--- config.mk ---
export PLATFORM = sky130hd
export DESIGN_NAME = beep_pattern_sequencer
export DESIGN_NICKNAME = d
export VERILOG_FILES = /design/src/bps_pkg.sv /design/src/bps_cfg_regs.sv /design/src/bps_core.sv /design/src/beep_pattern_sequencer.sv
export VERILOG_INCLUDE_DIRS = /design/src /design/src/src
export SDC_FILE = /design/constraint.sdc
export NUM_CORES = 1
export LEC_CHECK = 0
export ABC_AREA = 0
export BUFFER_PORTS_ARGS = -buffer_cell sky130_fd_sc_hd__buf_2
export CORE_MARGIN = 2
export CORE_UTILIZATION = 30
export CTS_CLUSTER_SIZE = 8
export DETAILED_ROUTE_END_ITERATION = 6
export HOLD_SLACK_MARGIN = 0.12
export PLACE_DENSITY_LB_ADDON = 0.1
export SLEW_MARGIN = 20
export SYNTH_ARGS = -nofsm -noshare
export SYNTH_HDL_FRONTEND = slang
export SYNTH_HIERARCHICAL = 1
export SYNTH_SLANG_ARGS = --single-unit
export TNS_END_PERCENT = 20
--- constraint.sdc ---
create_clock -name clk -period 4.7 [get_ports clk]
set_clock_uncertainty 0.05 [all_clocks]
set_input_delay 0.94 -clock clk [delete_from_list [all_inputs] [get_ports clk]]
set_output_delay 0.94 -clock clk [all_outputs]
set_load 0.05 [all_outputs]
--- src/assert_macros.svh ---
// Assertion helpers for the RTL, included by beep_pattern_sequencer.sv.
`ifndef ASSERT_MACROS_SVH
`define ASSERT_MACROS_SVH

// Check a property on every rising clock edge, off while reset is asserted.
`define ASSERT_CLK(label, prop, msg) \
    label: assert property (@(posedge clk) disable iff (!rst_n) (prop)) else $error(msg);

// Check a property on every rising clock edge, reset included.
`define ASSERT_ALWAYS(label, prop, msg) \
    label: assert property (@(posedge clk) (prop)) else $error(msg);

`endif

--- src/bps_pkg.sv ---
`default_nettype none

package bps_pkg;

    // Field widths
    localparam int CMD_W      = 2;
    localparam int PAT_W      = 3;
    localparam int TIME_W     = 32;
    localparam int SPAN_W     = 16;
    localparam int BEEPS_W    = 2;
    localparam int CFG_IDX_W  = 3;
    localparam int CFG_DATA_W = 16;

    // Stream widths: tdata padded to whole bytes
    localparam int IN_DATA_W  = 40;
    localparam int OUT_DATA_W = 8;

    // Register reset values
    localparam logic [SPAN_W-1:0] SHORT_BEEP_RST = 16'd80;
    localparam logic [SPAN_W-1:0] LONG_BEEP_RST  = 16'd600;
    localparam logic [SPAN_W-1:0] GAP_RST        = 16'd80;
    localparam logic [SPAN_W-1:0] ALARM_HALF_RST = 16'd300;
    localparam logic              ACTIVE_HI_RST  = 1'b1;

    // Beep counts per pattern
    localparam logic [BEEPS_W-1:0] ONE_BEEP   = 2'd1;
    localparam logic [BEEPS_W-1:0] EXIT_BEEPS = 2'd2;

    typedef enum logic [CMD_W-1:0] {
        CMD_TICK = 2'd0,
        CMD_PLAY = 2'd1,
        CMD_STOP = 2'd2,
        CMD_NOP  = 2'd3
    } cmd_t;

    typedef enum logic [PAT_W-1:0] {
        PAT_NONE  = 3'd0,
        PAT_ENTER = 3'd1,
        PAT_EXIT  = 3'd2,
        PAT_FULL  = 3'd3,
        PAT_ALARM = 3'd4
    } pattern_t;

    typedef enum logic [CFG_IDX_W-1:0] {
        REG_SHORT_BEEP = 3'd0,
        REG_LONG_BEEP  = 3'd1,
        REG_GAP        = 3'd2,
        REG_ALARM_HALF = 3'd3,
        REG_ACTIVE_HI  = 3'd4
    } cfg_idx_t;

    // Configuration register set
    typedef struct packed {
        logic [SPAN_W-1:0] short_beep_ms;
        logic [SPAN_W-1:0] long_beep_ms;
        logic [SPAN_W-1:0] gap_ms;
        logic [SPAN_W-1:0] alarm_half_period_ms;
        logic              active_high;
    } cfg_t;

    // Status after one item
    typedef struct packed {
        logic running;
        logic tone_on;
    } status_t;

endpackage

`default_nettype wire

--- src/bps_cfg_regs.sv ---
`default_nettype none

module bps_cfg_regs
    import bps_pkg::*;
(
    input  wire logic                  clk,
    input  wire logic                  rst_n,
    input  wire logic                  cfg_valid,
    output logic                       cfg_ready,
    input  wire logic [CFG_IDX_W-1:0]  cfg_index,
    input  wire logic [CFG_DATA_W-1:0] cfg_data,
    output cfg_t                       cfg
);

    cfg_t cfg_reg;
    cfg_t cfg_next;

    // Always take a write
    assign cfg_ready = 1'b1;
    assign cfg       = cfg_reg;

    // Decode the register index; unknown indexes are dropped
    always_comb
    begin
        cfg_next = cfg_reg;
        if (cfg_valid)
        begin
            unique case (cfg_idx_t'(cfg_index))
                REG_SHORT_BEEP: cfg_next.short_beep_ms        = cfg_data;
                REG_LONG_BEEP:  cfg_next.long_beep_ms         = cfg_data;
                REG_GAP:        cfg_next.gap_ms               = cfg_data;
                REG_ALARM_HALF: cfg_next.alarm_half_period_ms = cfg_data;
                REG_ACTIVE_HI:  cfg_next.active_high          = cfg_data[0];
                default:        cfg_next = cfg_reg;
            endcase
        end
    end

    always_ff @(posedge clk or negedge rst_n)
    begin
        if (!rst_n)
        begin
            cfg_reg.short_beep_ms        <= SHORT_BEEP_RST;
            cfg_reg.long_beep_ms         <= LONG_BEEP_RST;
            cfg_reg.gap_ms               <= GAP_RST;
            cfg_reg.alarm_half_period_ms <= ALARM_HALF_RST;
            cfg_reg.active_high          <= ACTIVE_HI_RST;
        end
        else
        begin
            cfg_reg <= cfg_next;
        end
    end

endmodule

`default_nettype wire

--- src/bps_core.sv ---
`default_nettype none

module bps_core
    import bps_pkg::*;
(
    input  wire logic              clk,
    input  wire logic              rst_n,
    input  wire cfg_t              cfg,
    input  wire logic              step,
    input  wire logic [CMD_W-1:0]  cmd,
    input  wire logic [PAT_W-1:0]  pattern,
    input  wire logic [TIME_W-1:0] now,
    output status_t                status_next
);

    logic                running_reg, running_next;
    logic                tone_on_reg, tone_on_next;
    logic                looping_reg, looping_next;
    logic [BEEPS_W-1:0]  beeps_reg, beeps_next;
    logic [SPAN_W-1:0]   on_span_reg, on_span_next;
    logic [SPAN_W-1:0]   off_span_reg, off_span_next;
    logic [TIME_W-1:0]   deadline_reg, deadline_next;

    logic [TIME_W-1:0]   elapsed;
    logic                expired;
    logic [BEEPS_W-1:0]  beeps_dec;
    logic [SPAN_W-1:0]   play_on_span;

    // Wrap-safe deadline check: reached when now - deadline is not negative
    assign elapsed   = now - deadline_reg;
    assign expired   = running_reg && !elapsed[TIME_W-1];
    assign beeps_dec = looping_reg ? beeps_reg : beeps_reg - ONE_BEEP;

    // On span picked by the pattern being started
    always_comb
    begin
        unique case (pattern_t'(pattern))
            PAT_FULL:  play_on_span = cfg.long_beep_ms;
            PAT_ALARM: play_on_span = cfg.alarm_half_period_ms;
            default:   play_on_span = cfg.short_beep_ms;
        endcase
    end

    // Next state for one item
    always_comb
    begin
        running_next  = running_reg;
        tone_on_next  = tone_on_reg;
        looping_next  = looping_reg;
        beeps_next    = beeps_reg;
        on_span_next  = on_span_reg;
        off_span_next = off_span_reg;
        deadline_next = deadline_reg;

        unique case (cmd_t'(cmd))
            CMD_TICK:
            begin
                if (expired)
                begin
                    if (tone_on_reg)
                    begin
                        // end of tone: count down and go idle or start the gap
                        tone_on_next = 1'b0;
                        beeps_next   = beeps_dec;
                        if (!looping_reg && beeps_dec == '0)
                            running_next = 1'b0;
                        else
                            deadline_next = now + TIME_W'(off_span_reg);
                    end
                    else
                    begin
                        // end of gap: sound again
                        tone_on_next  = 1'b1;
                        deadline_next = now + TIME_W'(on_span_reg);
                    end
                end
            end
            CMD_PLAY:
            begin
                looping_next = 1'b0;
                case (pattern_t'(pattern)) inside
                    PAT_ENTER, PAT_EXIT, PAT_FULL, PAT_ALARM:
                    begin
                        running_next  = 1'b1;
                        tone_on_next  = 1'b1;
                        on_span_next  = play_on_span;
                        deadline_next = now + TIME_W'(play_on_span);
                        if (pattern_t'(pattern) == PAT_ALARM)
                        begin
                            looping_next  = 1'b1;
                            beeps_next    = ONE_BEEP;
                            off_span_next = cfg.alarm_half_period_ms;
                        end
                        else
                        begin
                            beeps_next    = (pattern_t'(pattern) == PAT_EXIT) ? EXIT_BEEPS
                                                                              : ONE_BEEP;
                            off_span_next = cfg.gap_ms;
                        end
                    end
                    default:
                    begin
                        // none or unknown pattern silences the buzzer
                        running_next = 1'b0;
                        tone_on_next = 1'b0;
                        beeps_next   = '0;
                    end
                endcase
            end
            CMD_STOP:
            begin
                running_next = 1'b0;
                tone_on_next = 1'b0;
                looping_next = 1'b0;
                beeps_next   = '0;
            end
            default:
            begin
                // no operation
                running_next = running_reg;
            end
        endcase
    end

    assign status_next.running = running_next;
    assign status_next.tone_on = tone_on_next;

    // Commit the state when the item moves on to the result register
    always_ff @(posedge clk or negedge rst_n)
    begin
        if (!rst_n)
        begin
            running_reg  <= 1'b0;
            tone_on_reg  <= 1'b0;
            looping_reg  <= 1'b0;
            beeps_reg    <= '0;
            on_span_reg  <= '0;
            off_span_reg <= '0;
            deadline_reg <= '0;
        end
        else if (step)
        begin
            running_reg  <= running_next;
            tone_on_reg  <= tone_on_next;
            looping_reg  <= looping_next;
            beeps_reg    <= beeps_next;
            on_span_reg  <= on_span_next;
            off_span_reg <= off_span_next;
            deadline_reg <= deadline_next;
        end
    end

endmodule

`default_nettype wire

--- src/beep_pattern_sequencer.sv ---
// Buzzer pattern sequencer.
// Input stream (s_axis): one item per transfer; tuser carries the command
// (tick, play, stop, no-op), tdata the pattern and the millisecond timestamp.
// Output stream (m_axis): exactly one result per input item, in order:
// the buzzer pin level with polarity applied, the tone state and busy.
// Configuration channel (cfg_*): register index and data; writes are always
// taken and must only be issued while no item is in flight.
// Path: an item accepted into the input register is decided and moved into the
// result register once that register frees up; its result is offered from then on.
// Throughput: one item per cycle while m_axis_tready stays high; the input register,
// the decision logic (one 32-bit subtract for the deadline check and adds for the next
// deadline) and the result register work as a registered pipeline.
// Stall: while the receiver holds m_axis_tready low the result stays put and
// one more item waits in the input register; then s_axis_tready drops.
// Reset: the buzzer is idle and silent, durations take their default values
// (80, 600, 80, 300 ms, active high), both stream registers are empty.
`default_nettype none

`include "assert_macros.svh"

module beep_pattern_sequencer
    import bps_pkg::*;
(
    input  wire logic                  clk,
    input  wire logic                  rst_n,
    // input stream
    input  wire logic                  s_axis_tvalid,
    output logic                       s_axis_tready,
    input  wire logic [IN_DATA_W-1:0]  s_axis_tdata,  // [2:0] pattern, [34:3] now, [39:35] zero
    input  wire logic [CMD_W-1:0]      s_axis_tuser,  // [1:0] cmd
    // result stream
    output logic                       m_axis_tvalid,
    input  wire logic                  m_axis_tready,
    output logic [OUT_DATA_W-1:0]      m_axis_tdata,  // [0] pin_level, [1] sounding,
                                                      // [2] busy_res, [7:3] zero
    // configuration writes
    input  wire logic                  cfg_valid,
    output logic                       cfg_ready,
    input  wire logic [CFG_IDX_W-1:0]  cfg_index,
    input  wire logic [CFG_DATA_W-1:0] cfg_data
);

    cfg_t               cfg;
    status_t            status_next;

    logic               in_valid_reg;
    logic [CMD_W-1:0]   in_cmd_reg;
    logic [PAT_W-1:0]   in_pattern_reg;
    logic [TIME_W-1:0]  in_now_reg;

    logic               out_valid_reg;
    logic               out_pin_reg;
    logic               out_sounding_reg;
    logic               out_busy_reg;

    logic               advance;
    logic               in_take;

    // Move the held item into the result register when that register frees up
    assign advance       = in_valid_reg && (!out_valid_reg || m_axis_tready);
    assign s_axis_tready = !in_valid_reg || advance;
    assign in_take       = s_axis_tvalid && s_axis_tready;

    bps_cfg_regs u_cfg_regs (
        .clk       (clk),
        .rst_n     (rst_n),
        .cfg_valid (cfg_valid),
        .cfg_ready (cfg_ready),
        .cfg_index (cfg_index),
        .cfg_data  (cfg_data),
        .cfg       (cfg)
    );

    bps_core u_core (
        .clk         (clk),
        .rst_n       (rst_n),
        .cfg         (cfg),
        .step        (advance),
        .cmd         (in_cmd_reg),
        .pattern     (in_pattern_reg),
        .now         (in_now_reg),
        .status_next (status_next)
    );

    // Input register: valid flag
    always_ff @(posedge clk or negedge rst_n)
    begin
        if (!rst_n)
            in_valid_reg <= 1'b0;
        else if (s_axis_tready)
            in_valid_reg <= s_axis_tvalid;
    end

    // Input register: payload
    always_ff @(posedge clk)
    begin
        if (in_take)
        begin
            in_cmd_reg     <= s_axis_tuser;
            in_pattern_reg <= s_axis_tdata[PAT_W-1:0];
            in_now_reg     <= s_axis_tdata[PAT_W +: TIME_W];
        end
    end

    // Result register: valid flag
    always_ff @(posedge clk or negedge rst_n)
    begin
        if (!rst_n)
            out_valid_reg <= 1'b0;
        else if (advance)
            out_valid_reg <= 1'b1;
        else if (m_axis_tready)
            out_valid_reg <= 1'b0;
    end

    // Result register: payload, polarity applied to the pin
    always_ff @(posedge clk)
    begin
        if (advance)
        begin
            out_pin_reg      <= status_next.tone_on ? cfg.active_high : !cfg.active_high;
            out_sounding_reg <= status_next.tone_on;
            out_busy_reg     <= status_next.running;
        end
    end

    assign m_axis_tvalid = out_valid_reg;
    assign m_axis_tdata  = {{(OUT_DATA_W-3){1'b0}}, out_busy_reg, out_sounding_reg, out_pin_reg};

    // Pin level follows the tone state through the configured polarity
    `ASSERT_CLK(a_pin_polarity, m_axis_tvalid |-> (m_axis_tdata[0] == (m_axis_tdata[1] ? cfg.active_high : !cfg.active_high)), "pin level does not match tone and polarity")
    // A sounding buzzer always belongs to a running pattern
    `ASSERT_CLK(a_sound_implies_busy, m_axis_tvalid |-> (!m_axis_tdata[1] || m_axis_tdata[2]), "tone on while idle")
    // An item that advances shows up as a result on the next cycle
    `ASSERT_CLK(a_advance_result, advance |=> m_axis_tvalid, "decided item did not reach the result register")
    // Nothing is decided while the input register is empty
    `ASSERT_ALWAYS(a_no_phantom, advance |-> in_valid_reg, "advance without a held item")

endmodule

`default_nettype wire

### After elaboration in Yosys (flattened, before gate mapping)

Index checks and enable logic that the tools add are counted.

| cells by class | value |
|---|---|
| reductions and logical operators | 28 |
| equal/unequal tests | 14 |
| $add $sub $neg | 5 |
| multiplexer cells | 28 |

Operators with widths:

| cell | count |
|---|---|
| $mux 32 | 4 |
| $add 32x16->32 | 3 |
| $pmux 32 s2 | 1 |
| $pmux 16 s2 | 1 |
| $sub 32x32->32 | 1 |
| $mux 16 | 1 |
| $eq 3x2->1 const B | 4 |
| $mux 2 | 6 |
| $reduce_and 2->1 | 6 |
| $mux 1 | 11 |
| $eq 3x1->1 const B | 2 |
| $eq 3x3->1 const B | 2 |
| $ne 2x1->1 const B | 3 |
| $pmux 1 s3 | 2 |
| $pmux 2 s3 | 1 |
| $reduce_bool 2->1 | 3 |
| $logic_not 1->1 | 5 |
| $reduce_and 5->1 | 1 |
| $logic_and 1x1->1 | 4 |
| $logic_not 2->1 | 2 |
| $reduce_and 4->1 | 1 |
| $reduce_or 4->1 | 1 |
| $logic_not 3->1 | 1 |
| $ne 3x3->1 const B | 1 |
| 7 further kinds | 8 |

| word-level totals | value |
|---|---|
| flip-flop bits (word level) | 176 |
| logic and storage cells | 95 |

### Depth between registers and ports, before layout

Gate-level depths: netlist (run 1).

| logic depth | value |
|---|---|
| word-level depth | 8 |
| gate-level depth with buffers | 18 |
| mapped depth without buffers | 15 |

### By module

Netlist (run 1), hierarchy kept.

By module, submodules not included:

| module | area an instance (um^2) | cells each | times used | seq. area each (um^2) |
|---|---|---|---|---|
| bps_core | 5283.8 | 592 | 1 | 1726.7 |
| bps_cfg_regs | 2531.2 | 143 | 1 | 1642.8 |
| beep_pattern_sequencer | 1377.6 | 58 | 1 | 1251.2 |

### Least setup slack after synthesis (run 1)

OpenSTA, ideal clock, no wires.

| path | value |
|---|---|
| path kind | reg2reg |
| start | reg in_pattern_reg[2] |
| end | reg u_core.deadline_reg[26] |
| slack | 0.705 ns |
| clock period less this slack | 3.995 ns |
| required time | 4.525 ns |
| stages on the path, launching flop included | 19 |
| arrival time | 3.821 ns |
| buffers on the path | 3 |
| cell sequence | edfxtp_1 > clkbuf_1 > inv_1 > and3_1 > clkbuf_1 > nor2_1 > clkbuf_1 > a221oi_1 > a21oi_1 > ha_1 > fa_1 > a211oi_1 > o21ai_0 > a31oi_1 > o2111a_1 > nor3_2 > nand3_1 > xnor2_1 > mux2_2 |

| between the ends | value |
|---|---|
| cells in the longest elaborated chain, start to end | 5 |
| elaborated cells on any way between the ends | 11 |

RTL lines:

| element | RTL line | source |
|---|---|---|
| start, declared | beep_pattern_sequencer.sv:48 | `logic [PAT_W-1:0] in_pattern_reg;` |
| start signal, assigned | beep_pattern_sequencer.sv:100 | `in_pattern_reg <= s_axis_tdata[PAT_W-1:0];` |
| $eq 3x3->1 / $eq 3x2->1 (equally long branches) | bps_core.sv:37 | `unique case (pattern_t'(pattern))` |
| $pmux 16 s2 | bps_core.sv:37 |  |
| $add 32x16->32 | bps_core.sv:87 | `deadline_next = now + TIME_W'(play_on_span);` |
| $mux 32 | bps_core.sv:81 | `case (pattern_t'(pattern)) inside` |
| $pmux 32 s2 | bps_core.sv:55 | `unique case (cmd_t'(cmd))` |
| end signal, assigned | bps_core.sv:149 | `deadline_reg <= deadline_next;` |
| end, declared | bps_core.sv:22 | `logic [TIME_W-1:0] deadline_reg, deadline_next;` |

Parallel ways exist; a longest one is shown, timed or not. The select of a mux whose other input is x is not followed.
A chain may end at the register's enable or synchronous reset.

### Worst setup path in the final report (run 1)

| path | value |
|---|---|
| start | reg in_pattern_reg[0] |
| end | reg u_core.deadline_reg[31] |

The elaborated chain is that of the path after synthesis.

==> results of run 1 <==
worst max-delay path: stages (launching register included):
cell,delay (ps)
edfxtp_1,440
nor3_1,250
nor2_1,80
buf_4,220
a221oi_1,550
a21oi_1,180
ha_1,370
o21ai_0,130
a2111oi_0,410
buf_4,190
a21oi_1,60
a311oi_1,410
a31oi_2,320
nor2_1,200
xor2_1,80
mux2_2,260
power by group through the flow:
stage	clock [uW]	sequential (uW)	combinational, uW
2_1_floorplan	0	2130	1200
3_3_place_gp	0	2200	1530
3_5_place_dp	0	2200	1550
4_1_cts	1450	2170	1550
5_1_grt	1510	2220	1780
6_report	1390	2170	1540
worst paths after layout:
path / start / to / slack [ps] / cells past startpoint
worst max register to register: in_pattern_reg[0] / u_core/deadline_reg[31] / 380 / 15
worst max-delay path: in_pattern_reg[0] / u_core/deadline_reg[31] / 380 / 15
min in group asynchronous: rst_n / u_core/deadline_reg[23] / 540 / 1
max in group asynchronous: rst_n / u_cfg_regs/cfg[36] / 3170 / 2
worst min-delay path: u_core/on_span_reg[10] / u_core/on_span_reg[10] / 430 / 2
worst min register to register: u_core/on_span_reg[10] / u_core/on_span_reg[10] / 430 / 2
routing by layer:
metal / vias to the layer above / GRT usage, % / routed length [um]
li1: 3014 / - / -
met1: 2892 / 19.8 / 10900
met2: 54 / 21.5 / 9360
met3: 11 / 2.97 / 506
met4: 0 / 4.17 / 221
met5: - / 0 / 0
cell type report:
type                            count  area (sq um)
Timing Repair Buffer               82           484
Inverter                           41           154
Clock buffer                       20           468
Fill cell                        3042         19800
Clock inverter                     12          95.1
Multi-Input combinational cell    539          4210
Sequential cell                   176          4620
Tap cell                          396           495
through the flow:
| stage | instances | worst slack, ps |
|---|---|---|
| floorplan | 797 | 705 |
| global placement | 1234 | 229 |
| detailed placement | 1234 | 203 |
| CTS | 1266 | 200 |
| global route | 1266 | 7.47 |
| finish | 1266 | 381 |
cell families after synthesis:
group	after synthesis	share of synthesized area, %
DFF	176	50.3
adders and majority gates	52	7.16
and+or+nand+nor	166	10.3
buffers and inverters	82	4.46
AOI/OAI and AO/OA	185	12.8
muxes	97	11.8
other	2	0.0817
xor gates and xnor gates	33	3.14
cell usage in the layout (no fill, tap or decap), types with 23 or more instances in the layout:
| master | Yosys | layout |
|---|---|---|
| o21ai_0 | 48 | 48 |
| edfxtp_1 | 40 | 40 |
| buf_2 | 1 | 64 |
| dfrtp_1 | 123 | 123 |
| mux2i_1 | 24 | 24 |
| inv_1 | 41 | 41 |
| nand2_1 | 49 | 49 |
| a21oi_1 | 65 | 65 |
| ha_1 | 51 | 51 |
| mux2_2 | 67 | 67 |
| nor2b_1 | 23 | 23 |
| and3_1 | 25 | 25 |
timing repair:
action	4_1_cts	5_1_grt
setup buffers	0	0
hold endpoints to repair	0	0
endpoints found under the setup margin	0	8
hold buffers	0	0
resized for setup	0	3
==> flow_summary.ini, run 1 <==
[outcome]
status = finished clean

[power]
vdd_ir_drop_max_mv = 0.278
pwr-share-clk_pct = 27.2
p_int_uw = 3400
power_frac_seq_pct = 42.5
p_sw_uw = 1700
swShare_pct = 33.3
p_comb_share_pct = 30.2
p_leak_uw = 0.00468
p_per_area_nw_per_um2 = 484
fin_total_pwr_uw = 5100

[global_route]
grt_max_degree = 96
grt_use_total_pct = 14.0
overflow = 0
grt_pass1_wl_um = 33600
antenna_found_initial = 0
grt_pass1_vias = 5962

[clocking]
cts_root_buf = clkbuf_16
cts_tree = done
clk_pin_slew_worst_paths_ps = 70
cts_sinks = 176
cts_made_buffers = 17
clock_path_buffers = 2
htreeDepth = 4
clock_latency_ps = 440

[floorplanning]
io_pins = 77
die_x_um = 179
initial_core_util_pct = 30.3
die_area_sq_um = 32100
die_h_um = 179
core_sq_um = 30300
std_cell_rows = 64

[routing]
via_per_inst = 4.72
num_vias = 5971
antenna_left = 0
wirelength_um = 21000
post_drt_wl_per_cell_um = 16.6
drt_pass1_iterations = 4
drtIter0Drc = 282
drc = 0

[timing]
tns_ps = 0
fin_crit_ps = 4320
period_share_pct = 91.9
worst_pin_slew_ps = 960
hold_ws_ps = 426
report.final.hold_viol_count = 0
max_freq_mhz = 232
max_slew_margin_pct = 36.0
slew_violations = 0
rsz0062_at_grt = false
setup_violations = 0

[setup_path]
critPathMaxFanout = 16
crit_path_end_kind = flip-flop
cp.required_ps = 4980
crit_arrival_ps = 4590
worstSetupStartpointType = flip-flop
worstSetupPathType = flip-flop to flip-flop

[layout]
stdcell_area_sq_um = 10500
antennaDiodeCount = 0
drive_above_1_share_pct = 25.2
syn2layout_area_growth_pct = 14.5
fin_nets = 975
largest_reg_flops = 65
finalCoreUtilization_pct = 34.7

[synth]
async_flop_share_pct = 77.3
syn-cell-area_sq_um = 9190
synth_area_leaders = dfrtp_1 33%, edfxtp_1 13%, mux2_2 8.2%
synthTopCellsByCount = 123 x dfrtp_1, 67 x mux2_2, 65 x a21oi_1
synth_edf_count = 40
ys.flop_type = dfrtp_1
synth_top_cell_area_share_pct = 33.5
synthCells = 793
yosysMostFrequentCell = dfrtp_1
synth.distinct_cells = 62
yosysWarnings = 6
syn-mean-instance-area_sq_um = 11.6
synth_top_area_cell = dfrtp_1
ys_seq_area_share_pct = 50.3
ys_ff_latch = 176

[placed_design]
dpl_cell_area_sq_um = 9940
gp_congestion = 0.722
dpl.hpwl_um = 14400
io_buffers = 65

[run]
drv_cap = 0

[min_path]
hp-class = flip-flop to flip-flop
No activity file was read; power rests on OpenSTA's default activity.
==> run 2, diff against run 1 <==
--- a/config.mk
+++ b/config.mk
@@ -10,6 +10,7 @@
 export BUFFER_PORTS_ARGS = -buffer_cell sky130_fd_sc_hd__buf_2
 export CORE_MARGIN = 2
 export CORE_UTILIZATION = 30
+export CTS_BUF_LIST = sky130_fd_sc_hd__clkbuf_4 sky130_fd_sc_hd__clkbuf_8
 export CTS_CLUSTER_SIZE = 8
 export DETAILED_ROUTE_END_ITERATION = 6
 export HOLD_SLACK_MARGIN = 0.12
==> run 2 against run 1 <==
First-iteration DRC count decreased by 16%. Critical path depth unchanged. Hold slack better by 6.6 ps. Critical path type unchanged. Critical endpoint unchanged. Largest power group unchanged.
==> flow_summary.ini, run 2 (synthesis gave the netlist of run 1 again) <==
[outcome]
status = finished clean

[floorplanning]
std_cell_rows = 64
io_pins = 77
die_area_sq_um = 32100
die_x_um = 179
initial_core_util_pct = 30.3
core_sq_um = 30300
die_h_um = 179

[routing]
drc = 0
post_drt_wl_per_cell_um = 16.6
antenna_left = 0
drt_pass1_iterations = 4
num_vias = 5967
maxUsedRoutingLayer = met4
wl_met3_um = 552
via_per_inst = 4.71
drtIter0Drc = 237
wirelength_met1_um = 10900
wirelength_um = 21000
met2_length_um = 9290

[timing]
hold_ws_ps = 433
setup_violations = 0
max_freq_mhz = 233
worst_pin_slew_ps = 1050
tns_ps = 0
rsz0062_at_grt = false
report.final.hold_viol_count = 0
max_slew_margin_pct = 29.0
fin_crit_ps = 4290
period_share_pct = 91.4
slew_violations = 0

[min_path]
whs_path_depth = 2
min_from = u_core/on_span_reg[14]
hp-class = flip-flop to flip-flop
hold_end = u_core/on_span_reg[14]

[setup_path]
worstPathCellList = nor3_1, nor2_1, buf_4, a221oi_1, a21oi_1, ha_1, o21ai_0, a2111oi_0, buf_4, a21oi_1, a311oi_1, a31oi_2, nor2_1, xor2_1, mux2_2
critPathMaxFanout = 16
crit_path_end_kind = flip-flop
worstSetupStartpointType = flip-flop
worstSetupPathType = flip-flop to flip-flop
cp_num_buf_inv = 2
crit_arrival_ps = 4610
r2r_slack_ps = 410
reg2regPathDepth = 15
crit_family = compound AO/OA/AOI/OAI gates
r2r-start = in_pattern_reg[0]
crit_slowest_cell = a221oi_1
regToRegEndpoint = u_core/deadline_reg[31]
crit_cells = 15
max_stage_delay_ps = 540
cp.required_ps = 5020

[global_route]
overflow = 0
grt_pass1_wl_um = 33500
grt_use_total_pct = 14.0
antenna_found_initial = 0
grt_pass1_vias = 5901
grt_max_degree = 96

[placed_design]
io_buffers = 65
dpl.hpwl_um = 14400
gp_congestion = 0.722
dp.cells = 1234

[clocking]
cts_tree = done
cts_made_buffers = 17
clock_latency_ps = 480
cts_sinks = 176
cts_root_buf = clkbuf_8
ctsHoldBuffers = 0
clock_path_buffers = 2
post_cts_buffers = 0
clk_pin_slew_worst_paths_ps = 100
htreeDepth = 4

[layout]
drive_above_1_share_pct = 25.2
final_common_cell = dfrtp_1
most-common-layout-cells = 123 x dfrtp_1, 67 x mux2_2, 65 x a21oi_1
largest_reg_flops = 65
fin_nets = 975
fin_cells = 1266
antennaDiodeCount = 0
finalCoreUtilization_pct = 34.1
syn2layout_area_growth_pct = 12.5

[power]
vdd_ir_drop_max_mv = 0.193
p_leak_uw = 0.00460
p_per_area_nw_per_um2 = 461
fin_total_pwr_uw = 4760

[run]
drv_cap = 0
run 2: per-stage QoR:
stage               worst slack (ps)  cell area, sq um
floorplan                        705              9210
global placement                 229              9940
detailed placement               203              9940
CTS                              197             10300
global route                    5.98             10300
finish                           406             10300
run 2: area by class of cell:
cell class | instances | area, sq um
clock buffer | 19 | 255
inverter | 41 | 154
clock inverter | 13 | 125
timing repair buffer | 82 | 484
sequential | 176 | 4620
multi-input combinational | 539 | 4200
fill | 3054 | 20000
tap | 396 | 495
run 2: routing by layer:
layer	track usage, %	vias up
li1	-	3011
met5	0	-
met4	4.07	0
met2	21.2	57
met1	20.0	2886
met3	2.91	13
run 2: how the worst max path moves through the flow:
stage / slack, ps / startpoint / endpoint
6_report: 410 / in_pattern_reg[0] / u_core/deadline_reg[31]
5_1_grt: 6 / in_pattern_reg[1] / u_core/deadline_reg[31]
4_1_cts: 200 / in_pattern_reg[0] / u_core/deadline_reg[31]
3_5_place_dp: 200 / in_pattern_reg[0] / u_core/deadline_reg[31]
3_3_place_gp: 230 / in_pattern_reg[0] / u_core/deadline_reg[31]
2_1_floorplan: 700 / in_pattern_reg[2] / u_core/deadline_reg[26]
run 2: timing repair:
item | 4_1_cts | 5_1_grt
gates resized for setup | 0 | 3
setup endpoints to repair | 0 | 8
endpoints found under the hold margin | 0 | 0
run 2: power breakdown:
group          internal [uW]  switching [uW]  leakage, uW
Sequential              1970             199      0.00201
Clock                    449             611     0.000193
Combinational            698             841      0.00239
run 2: worst min-delay path: cells and delay by family (launching register included):
family	cells	cell delay, ps
flip-flops	1	340
AND/OR/NAND/NOR	1	50
AO/OA/AOI/OAI	1	60
